==> src/graph_connectivity_classifier_unit_defines.svh <==
// ----------------------------------------------------------------------------
// graph connectivity classifier assertion macros
// shared concurrent assertion forms, sampled on clk and disabled in reset
// ----------------------------------------------------------------------------
`ifndef GRAPH_CONNECTIVITY_CLASSIFIER_UNIT_DEFINES_SVH
`define GRAPH_CONNECTIVITY_CLASSIFIER_UNIT_DEFINES_SVH

// same-cycle implication
`define GCC_ASSERT_NOW(name, ante, cons, msg) \
    name: assert property (@(posedge clk) disable iff (!rst_n) (ante) |-> (cons)) \
        else $error(msg);

// next-cycle implication
`define GCC_ASSERT_NEXT(name, ante, cons, msg) \
    name: assert property (@(posedge clk) disable iff (!rst_n) (ante) |=> (cons)) \
        else $error(msg);

`endif

==> src/gcc_pkg.sv <==
// ----------------------------------------------------------------------------
// gcc_pkg
// types and constants of the graph connectivity classifier
// ----------------------------------------------------------------------------
`default_nettype none

package gcc_pkg;

    localparam int ROW_W  = 64;
    localparam int NODE_W = 7;
    localparam int CONN_W = 2;
    localparam int DATA_W = 32;
    localparam int ADDR_W = 3;

    localparam logic [NODE_W-1:0] NODE_COUNT_RESET = 7'd64;

    // register index of node_count
    localparam logic REG_NODE_COUNT = 1'b0;

    localparam logic [CONN_W-1:0] CONN_NONE   = 2'd0;
    localparam logic [CONN_W-1:0] CONN_STRONG = 2'd1;
    localparam logic [CONN_W-1:0] CONN_WEAK   = 2'd2;

    typedef enum logic [1:0] {
        WALK_FWD,
        WALK_BWD,
        WALK_BOTH
    } walk_mode_t;

    typedef enum logic [1:0] {
        ST_IDLE,
        ST_PASS,
        ST_TAIL
    } state_t;

endpackage

`default_nettype wire

==> src/graph_connectivity_classifier_unit.sv <==
// ----------------------------------------------------------------------------
// graph connectivity classifier
// stores adjacency rows and classifies the graph as strongly, weakly or not
// connected
// ----------------------------------------------------------------------------
// A row request is taken when start is high and busy is low, one row per
// cycle while loading. The row flagged row_last starts classification and
// busy stays high until done pulses for one cycle with connectivity; the
// result cannot be held off, so it must be captured in that cycle. Rows live
// in a single-port-read memory and every classification cycle reads one row:
// a closure pass reads the rows of the n active nodes in turn, a walk repeats
// passes until one adds no node (at most n passes), and up to three walks
// run (forward, backward, undirected). No clearing pass follows reset.
`default_nettype none
`include "graph_connectivity_classifier_unit_defines.svh"

module graph_connectivity_classifier_unit #(
    parameter int MAX_NODES = 64
) (
    input  wire logic                        clk,
    input  wire logic                        rst_n,
    input  wire logic                        start,
    output logic                             busy,
    input  wire logic [gcc_pkg::ROW_W-1:0]   row_bits,
    input  wire logic                        row_last,
    output logic                             done,
    output logic [gcc_pkg::CONN_W-1:0]       connectivity,
    input  wire logic                        psel,
    input  wire logic                        penable,
    input  wire logic                        pwrite,
    input  wire logic [gcc_pkg::ADDR_W-1:0]  paddr,
    input  wire logic [gcc_pkg::DATA_W-1:0]  pwdata,
    output logic [gcc_pkg::DATA_W-1:0]       prdata,
    output logic                             pready
);
    import gcc_pkg::*;

    localparam int AW = $clog2(MAX_NODES);
    localparam logic [NODE_W-1:0] MAX_N = NODE_W'(MAX_NODES);

    // adjacency memory
    logic [ROW_W-1:0] mem [MAX_NODES];
    logic [ROW_W-1:0] rd_data_reg;
    logic             wr_en;
    logic [AW-1:0]    wr_addr;

    state_t           state_reg, state_next;
    walk_mode_t       mode_reg, mode_next;
    logic [NODE_W-1:0] node_count_reg;
    logic [NODE_W-1:0] row_counter_reg, row_counter_next;
    logic [ROW_W-1:0] reached_reg, reached_next;
    logic             changed_reg, changed_next;
    logic [AW-1:0]    idx_reg, idx_next;
    logic [AW-1:0]    proc_idx_reg, proc_idx_next;
    logic             proc_valid_reg, proc_valid_next;
    logic             done_reg, done_next;
    logic [CONN_W-1:0] conn_reg, conn_next;

    logic             accept;
    logic             cfg_write;
    logic [NODE_W-1:0] active_n;
    logic [ROW_W-1:0] node_mask;
    logic [ROW_W-1:0] row_m;
    logic [ROW_W-1:0] upd;
    logic             pass_changed;
    logic             walk_full;
    logic             idx_last;

    assign busy         = (state_reg != ST_IDLE);
    assign accept       = start && !busy;
    assign done         = done_reg;
    assign connectivity = conn_reg;
    assign pready       = 1'b1;
    assign cfg_write    = psel && penable && pwrite && (paddr[2] == REG_NODE_COUNT);
    assign prdata       = (paddr[2] == REG_NODE_COUNT)
                          ? {{(DATA_W-NODE_W){1'b0}}, node_count_reg} : '0;

    // zero means one node, anything above the store depth is clipped
    always_comb
    begin
        if (node_count_reg == '0)
        begin
            active_n = NODE_W'(1);
        end
        else if (node_count_reg > MAX_N)
        begin
            active_n = MAX_N;
        end
        else
        begin
            active_n = node_count_reg;
        end
    end

    always_comb
    begin
        for (int j = 0; j < ROW_W; j++)
        begin
            node_mask[j] = (NODE_W'(j) < active_n);
        end
    end

    assign idx_last = ({{(NODE_W-AW){1'b0}}, idx_reg} == (active_n - NODE_W'(1)));

    // fold the row read last cycle into the reached set
    always_comb
    begin
        row_m = rd_data_reg & node_mask;
        upd   = reached_reg;
        if (proc_valid_reg)
        begin
            if ((mode_reg != WALK_BWD) && reached_reg[proc_idx_reg])
            begin
                upd = upd | row_m;
            end
            if ((mode_reg != WALK_FWD) && ((row_m & reached_reg) != '0))
            begin
                upd[proc_idx_reg] = 1'b1;
            end
        end
    end

    assign pass_changed = changed_reg || (upd != reached_reg);
    assign walk_full    = (upd == node_mask);

    // next state
    always_comb
    begin
        state_next = state_reg;
        unique case (state_reg)
            ST_IDLE:
            begin
                if (accept && row_last)
                begin
                    state_next = ST_PASS;
                end
            end
            ST_PASS:
            begin
                if (idx_last)
                begin
                    state_next = ST_TAIL;
                end
            end
            ST_TAIL:
            begin
                if (pass_changed)
                begin
                    state_next = ST_PASS;
                end
                else if ((mode_reg == WALK_BOTH) || ((mode_reg == WALK_BWD) && walk_full))
                begin
                    state_next = ST_IDLE;
                end
                else
                begin
                    state_next = ST_PASS;
                end
            end
            default:
            begin
                state_next = ST_IDLE;
            end
        endcase
    end

    // datapath and outputs
    always_comb
    begin
        row_counter_next = row_counter_reg;
        reached_next     = reached_reg;
        changed_next     = changed_reg;
        idx_next         = idx_reg;
        proc_idx_next    = proc_idx_reg;
        proc_valid_next  = 1'b0;
        mode_next        = mode_reg;
        done_next        = 1'b0;
        conn_next        = conn_reg;
        wr_en            = 1'b0;
        wr_addr          = row_counter_reg[AW-1:0];
        unique case (state_reg)
            ST_IDLE:
            begin
                if (accept)
                begin
                    // rows beyond the store are dropped
                    if (row_counter_reg < MAX_N)
                    begin
                        wr_en            = 1'b1;
                        row_counter_next = row_counter_reg + NODE_W'(1);
                    end
                    if (row_last)
                    begin
                        row_counter_next = '0;
                        reached_next     = ROW_W'(1);
                        changed_next     = 1'b0;
                        idx_next         = '0;
                        mode_next        = WALK_FWD;
                    end
                end
            end
            ST_PASS:
            begin
                proc_valid_next = 1'b1;
                proc_idx_next   = idx_reg;
                idx_next        = idx_last ? '0 : idx_reg + AW'(1);
                reached_next    = upd;
                changed_next    = pass_changed;
            end
            ST_TAIL:
            begin
                reached_next = upd;
                changed_next = 1'b0;
                idx_next     = '0;
                if (!pass_changed)
                begin
                    unique case (mode_reg)
                        WALK_FWD:
                        begin
                            mode_next    = walk_full ? WALK_BWD : WALK_BOTH;
                            reached_next = ROW_W'(1);
                        end
                        WALK_BWD:
                        begin
                            if (walk_full)
                            begin
                                done_next = 1'b1;
                                conn_next = CONN_STRONG;
                            end
                            else
                            begin
                                mode_next    = WALK_BOTH;
                                reached_next = ROW_W'(1);
                            end
                        end
                        WALK_BOTH:
                        begin
                            done_next = 1'b1;
                            conn_next = walk_full ? CONN_WEAK : CONN_NONE;
                        end
                        default:
                        begin
                            mode_next = WALK_BOTH;
                        end
                    endcase
                end
            end
            default:
            begin
                row_counter_next = '0;
            end
        endcase
    end

    // last row is written at the edge that enters the pass state, before the first read, so no bypass needed
    always_ff @(posedge clk)
    begin
        if (wr_en)
        begin
            mem[wr_addr] <= row_bits;
        end
        rd_data_reg <= mem[idx_reg];
    end

    always_ff @(posedge clk or negedge rst_n)
    begin
        if (!rst_n)
        begin
            state_reg       <= ST_IDLE;
            mode_reg        <= WALK_FWD;
            node_count_reg  <= NODE_COUNT_RESET;
            row_counter_reg <= '0;
            reached_reg     <= '0;
            changed_reg     <= 1'b0;
            idx_reg         <= '0;
            proc_valid_reg  <= 1'b0;
            done_reg        <= 1'b0;
        end
        else
        begin
            state_reg       <= state_next;
            mode_reg        <= mode_next;
            row_counter_reg <= row_counter_next;
            reached_reg     <= reached_next;
            changed_reg     <= changed_next;
            idx_reg         <= idx_next;
            proc_valid_reg  <= proc_valid_next;
            done_reg        <= done_next;
            if (cfg_write)
            begin
                node_count_reg <= pwdata[NODE_W-1:0];
            end
        end
    end

    always_ff @(posedge clk)
    begin
        proc_idx_reg <= proc_idx_next;
        conn_reg     <= conn_next;
    end

    `GCC_ASSERT_NOW(a_done_idle, done_reg, state_reg == ST_IDLE,
        "result strobe outside idle")
    `GCC_ASSERT_NEXT(a_last_starts, accept && row_last,
        (state_reg == ST_PASS) && (row_counter_reg == '0) && (reached_reg == ROW_W'(1)),
        "last row did not start classification")
    `GCC_ASSERT_NOW(a_root_reached, busy, reached_reg[0],
        "root node missing from reached set")
    `GCC_ASSERT_NOW(a_reached_in_range, busy, (reached_reg & ~node_mask) == '0,
        "reached set holds inactive node")
    `GCC_ASSERT_NOW(a_proc_after_pass, proc_valid_reg, $past(state_reg) == ST_PASS,
        "row folded without a read issued")

endmodule

`default_nettype wire
==> config.mk <==
export PLATFORM = sky130hd
export DESIGN_NAME = graph_connectivity_classifier_unit
export DESIGN_NICKNAME = d
export VERILOG_FILES = /design/src/gcc_pkg.sv /design/src/graph_connectivity_classifier_unit.sv
export VERILOG_INCLUDE_DIRS = /design/src /design/src/src
export SDC_FILE = /design/constraint.sdc
export NUM_CORES = 2
export LEC_CHECK = 0
export BUFFER_PORTS_ARGS = -buffer_cell sky130_fd_sc_hd__buf_4
export CORE_ASPECT_RATIO = 2
export CORE_UTILIZATION = 55
export CTS_CLUSTER_DIAMETER = 80
export DETAILED_ROUTE_END_ITERATION = 12
export GPL_ROUTABILITY_DRIVEN = 1
export PLACE_DENSITY = 0.71
export SLEW_MARGIN = 20
export SYNTH_ARGS = -nofsm -noshare
export SYNTH_HDL_FRONTEND = slang
export SYNTH_SLANG_ARGS = --single-unit
==> constraint.sdc <==
create_clock -name clk -period 11.1 [get_ports clk]
set_clock_uncertainty 0.05 [all_clocks]
set_input_delay 0.555 -clock clk [delete_from_list [all_inputs] [get_ports clk]]
set_output_delay 0.555 -clock clk [all_outputs]
set_load 0.05 [all_outputs]
==> results.json <==
{
  "cts.sinks": 4259,
  "vdd_drop_max_uv": 219,
  "worst_pin_slew_ns": 1.51,
  "path_clk_slew_ns": 0.07,
  "remaining_drc_errors": 0,
  "grt_pass1_wl_mm": 776,
  "numCtsBuffers": 362,
  "row_count": 286,
  "dp_slack_ns": 3.48,
  "largest_reg_flops": 4096,
  "synth_top_cell_area_share_pct": 73.4,
  "die_h_um": 784,
  "final_antenna_net_count": 0,
  "cp.required_ns": 11.92,
  "ys.flop_type": "edfxtp_1",
  "syn_area_sq_mm": 0.168,
  "track_usage_pct": 38.3,
  "wl_mm": 575,
  "dieArea_sq_mm": 0.308,
  "cp_max_fo": 42,
  "firstDrtPassIters": 9,
  "cap_violations": 0,
  "synth_edf_count": 4104,
  "p_leak_nw": 56.9,
  "ys_warn_count": 0,
  "violations": "max-slew violations",
  "final_cells": 12300,
  "setup_viol": 0,
  "place.gp.congestion": 1.10,
  "tritoncts": "built",
  "whs_ns": 0.0661,
  "crit_buf_inv": 2,
  "ctsHtreeMaxLevel": 5,
  "io_buffers": 89,
  "fmax_ghz": 0.125,
  "cts_resized": 0,
  "drive_above_1_share_pct": 29.9,
  "yosysTopAreaCell": "edfxtp_1",
  "drtIter0Drc": 11400,
  "dp_hpwl_mm": 341,
  "wire_per_inst_um": 46.6,
  "final.min_clock_period_ns": 8.03,
  "slowest_delay_ns": 1.07,
  "setup_ws_ns": 3.07,
  "cts_setup_buffers": 0,
  "path_class": "flip-flop to flip-flop",
  "nNetsFinal": 8062,
  "initial_core_util_pct": 55.4,
  "final_hold_viol_count": 0,
  "clock_latency_ns": 0.93,
  "cts_root_buf": "clkbuf_16",
  "fin_crit_sh_pct": 72.3,
  "die_w_um": 393,
  "utilization_pct": 61.9,
  "vias_per_cell": 7.16,
  "syn_to_final_growth_pct": 11.7,
  "grt_pass1_vias": 88700,
  "min_path_type": "primary input to flip-flop",
  "synth_seq_cells": 4259,
  "slowest_stage": "edfxtp_1",
  "synthCells": 7590,
  "power.density_mw_per_mm2": 218,
  "report.final.slew_viol_count": 21,
  "grt_setup_unrepaired": "no",
  "seq_area_frac_synth_pct": 75.5,
  "path_cells": "nor2b_1 -> a221oi_1 -> o22ai_1 -> a221oi_1 -> a31oi_4 -> buf_4 -> a211oi_1 -> nand2_1 -> o41ai_1 -> nor4_1 -> nand4_1 -> nor4_1 -> a221o_1 -> a31o_4 -> buf_4 -> a21boi_1",
  "core-area_sq_mm": 0.303,
  "grt_max_degree": 156,
  "status": "complete, but fails checks",
  "end_kind": "flip-flop",
  "via_count": 88400,
  "clock_path_buffers": 4,
  "start_kind": "flip-flop",
  "ys_types": 92,
  "slew_headroom_pct": -0.731,
  "pin_count": 143,
  "synthTopCellsByArea": "edfxtp_1, mux4_2, dfrtp_1",
  "synthArstFlopShare_pct": 2.14,
  "antenna_found_initial": 77,
  "dp.cells": 11600,
  "cpLargestDelayFamily": "compound AO/OA/AOI/OAI gates",
  "avgSynthCellArea_sq_um": 22.1,
  "arrival_ns": 8.85,
  "setup-tns-final_ns": 0,
  "gr-total-overflow": 0
}
==> Yosys cell counts (all sizes together), types with 10 or more instances <==
library cell and instances:
o22ai 53, ha 12, nand3 83, and3 18, nor3 48, or4 10
or2 13, a21boi 10, a31oi 57, a221oi 15, nor4 33, mux2i 20
a211oi 20, dfxtp 64, o21ai 74, nand2b 24, nand2 211, a2111oi 16
a211o 22, o21a 61, mux4 1349, a21o 11, a32oi 22, nor2b 23
a21oi 111, clkbuf 302, nor2 232, a22oi 32, dfrtp 90, or3 11
inv 47, and2 18, nand4 30, edfxtp 4104, buf 168, o32ai 11
nor3b 13
==> timing repair <==
item / in CTS / in global routing
hold endpoints to repair: 51 / 0
hold buffers: 8 / 0
setup endpoints to repair: 0 / 0
==> cell usage in the layout, fill, tap and decap left out, types with 66 or more instances in the layout <==
cell type / instances
buf_4: 400
nand2_1: 209
dfrtp_1: 82
nor2_1: 158
diode_2: 73
nand3_1: 83
clkbuf_16: 370
a21oi_1: 101
edfxtp_1: 4104
clkinv_1: 66
mux4_2: 1349
==> cell families after synthesis <==
family	Yosys count	share of synthesized area [%]
buffers and inverters	519	1.27
adders and majority gates	12	0.0894
muxes	1377	18.3
other	2	0.00447
DFF	4259	75.5
and+or+nand+nor	792	2.26
AOI/OAI and AO/OA	622	2.60
xor gates and xnor gates	7	0.0365
==> final timing paths <==
path,startpoint,endpoint,slack [ns],cells past startpoint
worst max-delay path,proc_idx_reg[0],reached_reg[36],3.07,16
worst min-delay path,row_bits[39],mem[52][39],0.07,1
worst max register to register,proc_idx_reg[0],reached_reg[36],3.07,16
worst min register to register,state_reg[1],state_reg[1],0.56,1
max in group asynchronous,rst_n,proc_valid_reg,9.29,3
min in group asynchronous,rst_n,node_count_reg[0],0.25,2
==> per-stage QoR <==
step                      area [sq um]  power, mW
final                           188000       41.0
after global routing            188000       41.8
after CTS                       187000       40.7
after detailed placement        175000       27.9
after global placement          175000       27.8
after floorplan                 168000       24.1
==> report_power, final <==
part           internal (mW)  switching [mW]  leakage, nW
clock                   7.13            5.93         5.80
sequential              17.9           0.692         38.7
combinational           3.76            5.55         12.4
total                   28.8            12.2         56.9
==> layout make-up <==
| type | instances | area (sq um) |
|---|---|---|
| multi-input combinational | 2836 | 39900 |
| clock inverter | 220 | 2340 |
| fill | 20500 | 116000 |
| antenna | 73 | 183 |
| clock buffer | 439 | 9630 |
| inverter | 49 | 184 |
| timing repair buffer | 436 | 3560 |
| tap | 4032 | 5040 |
| sequential | 4259 | 127000 |
==> layer usage <==
| layer | wire length [um] | vias to the layer above | part of all wire, % | GRT usage (%) |
|---|---|---|---|---|
| met4 | 51300 | 42 | 8.9 | 28.9 |
| met1 | 182000 | 47600 | 32 | 44.1 |
| met5 | 340 | - | 0.059 | 0 |
| met3 | 52200 | 1719 | 9.1 | 9.03 |
| met2 | 289000 | 5945 | 50 | 62.2 |
| li1 | - | 33200 | - | - |
Note: power is estimated with default switching activity, not from simulation.
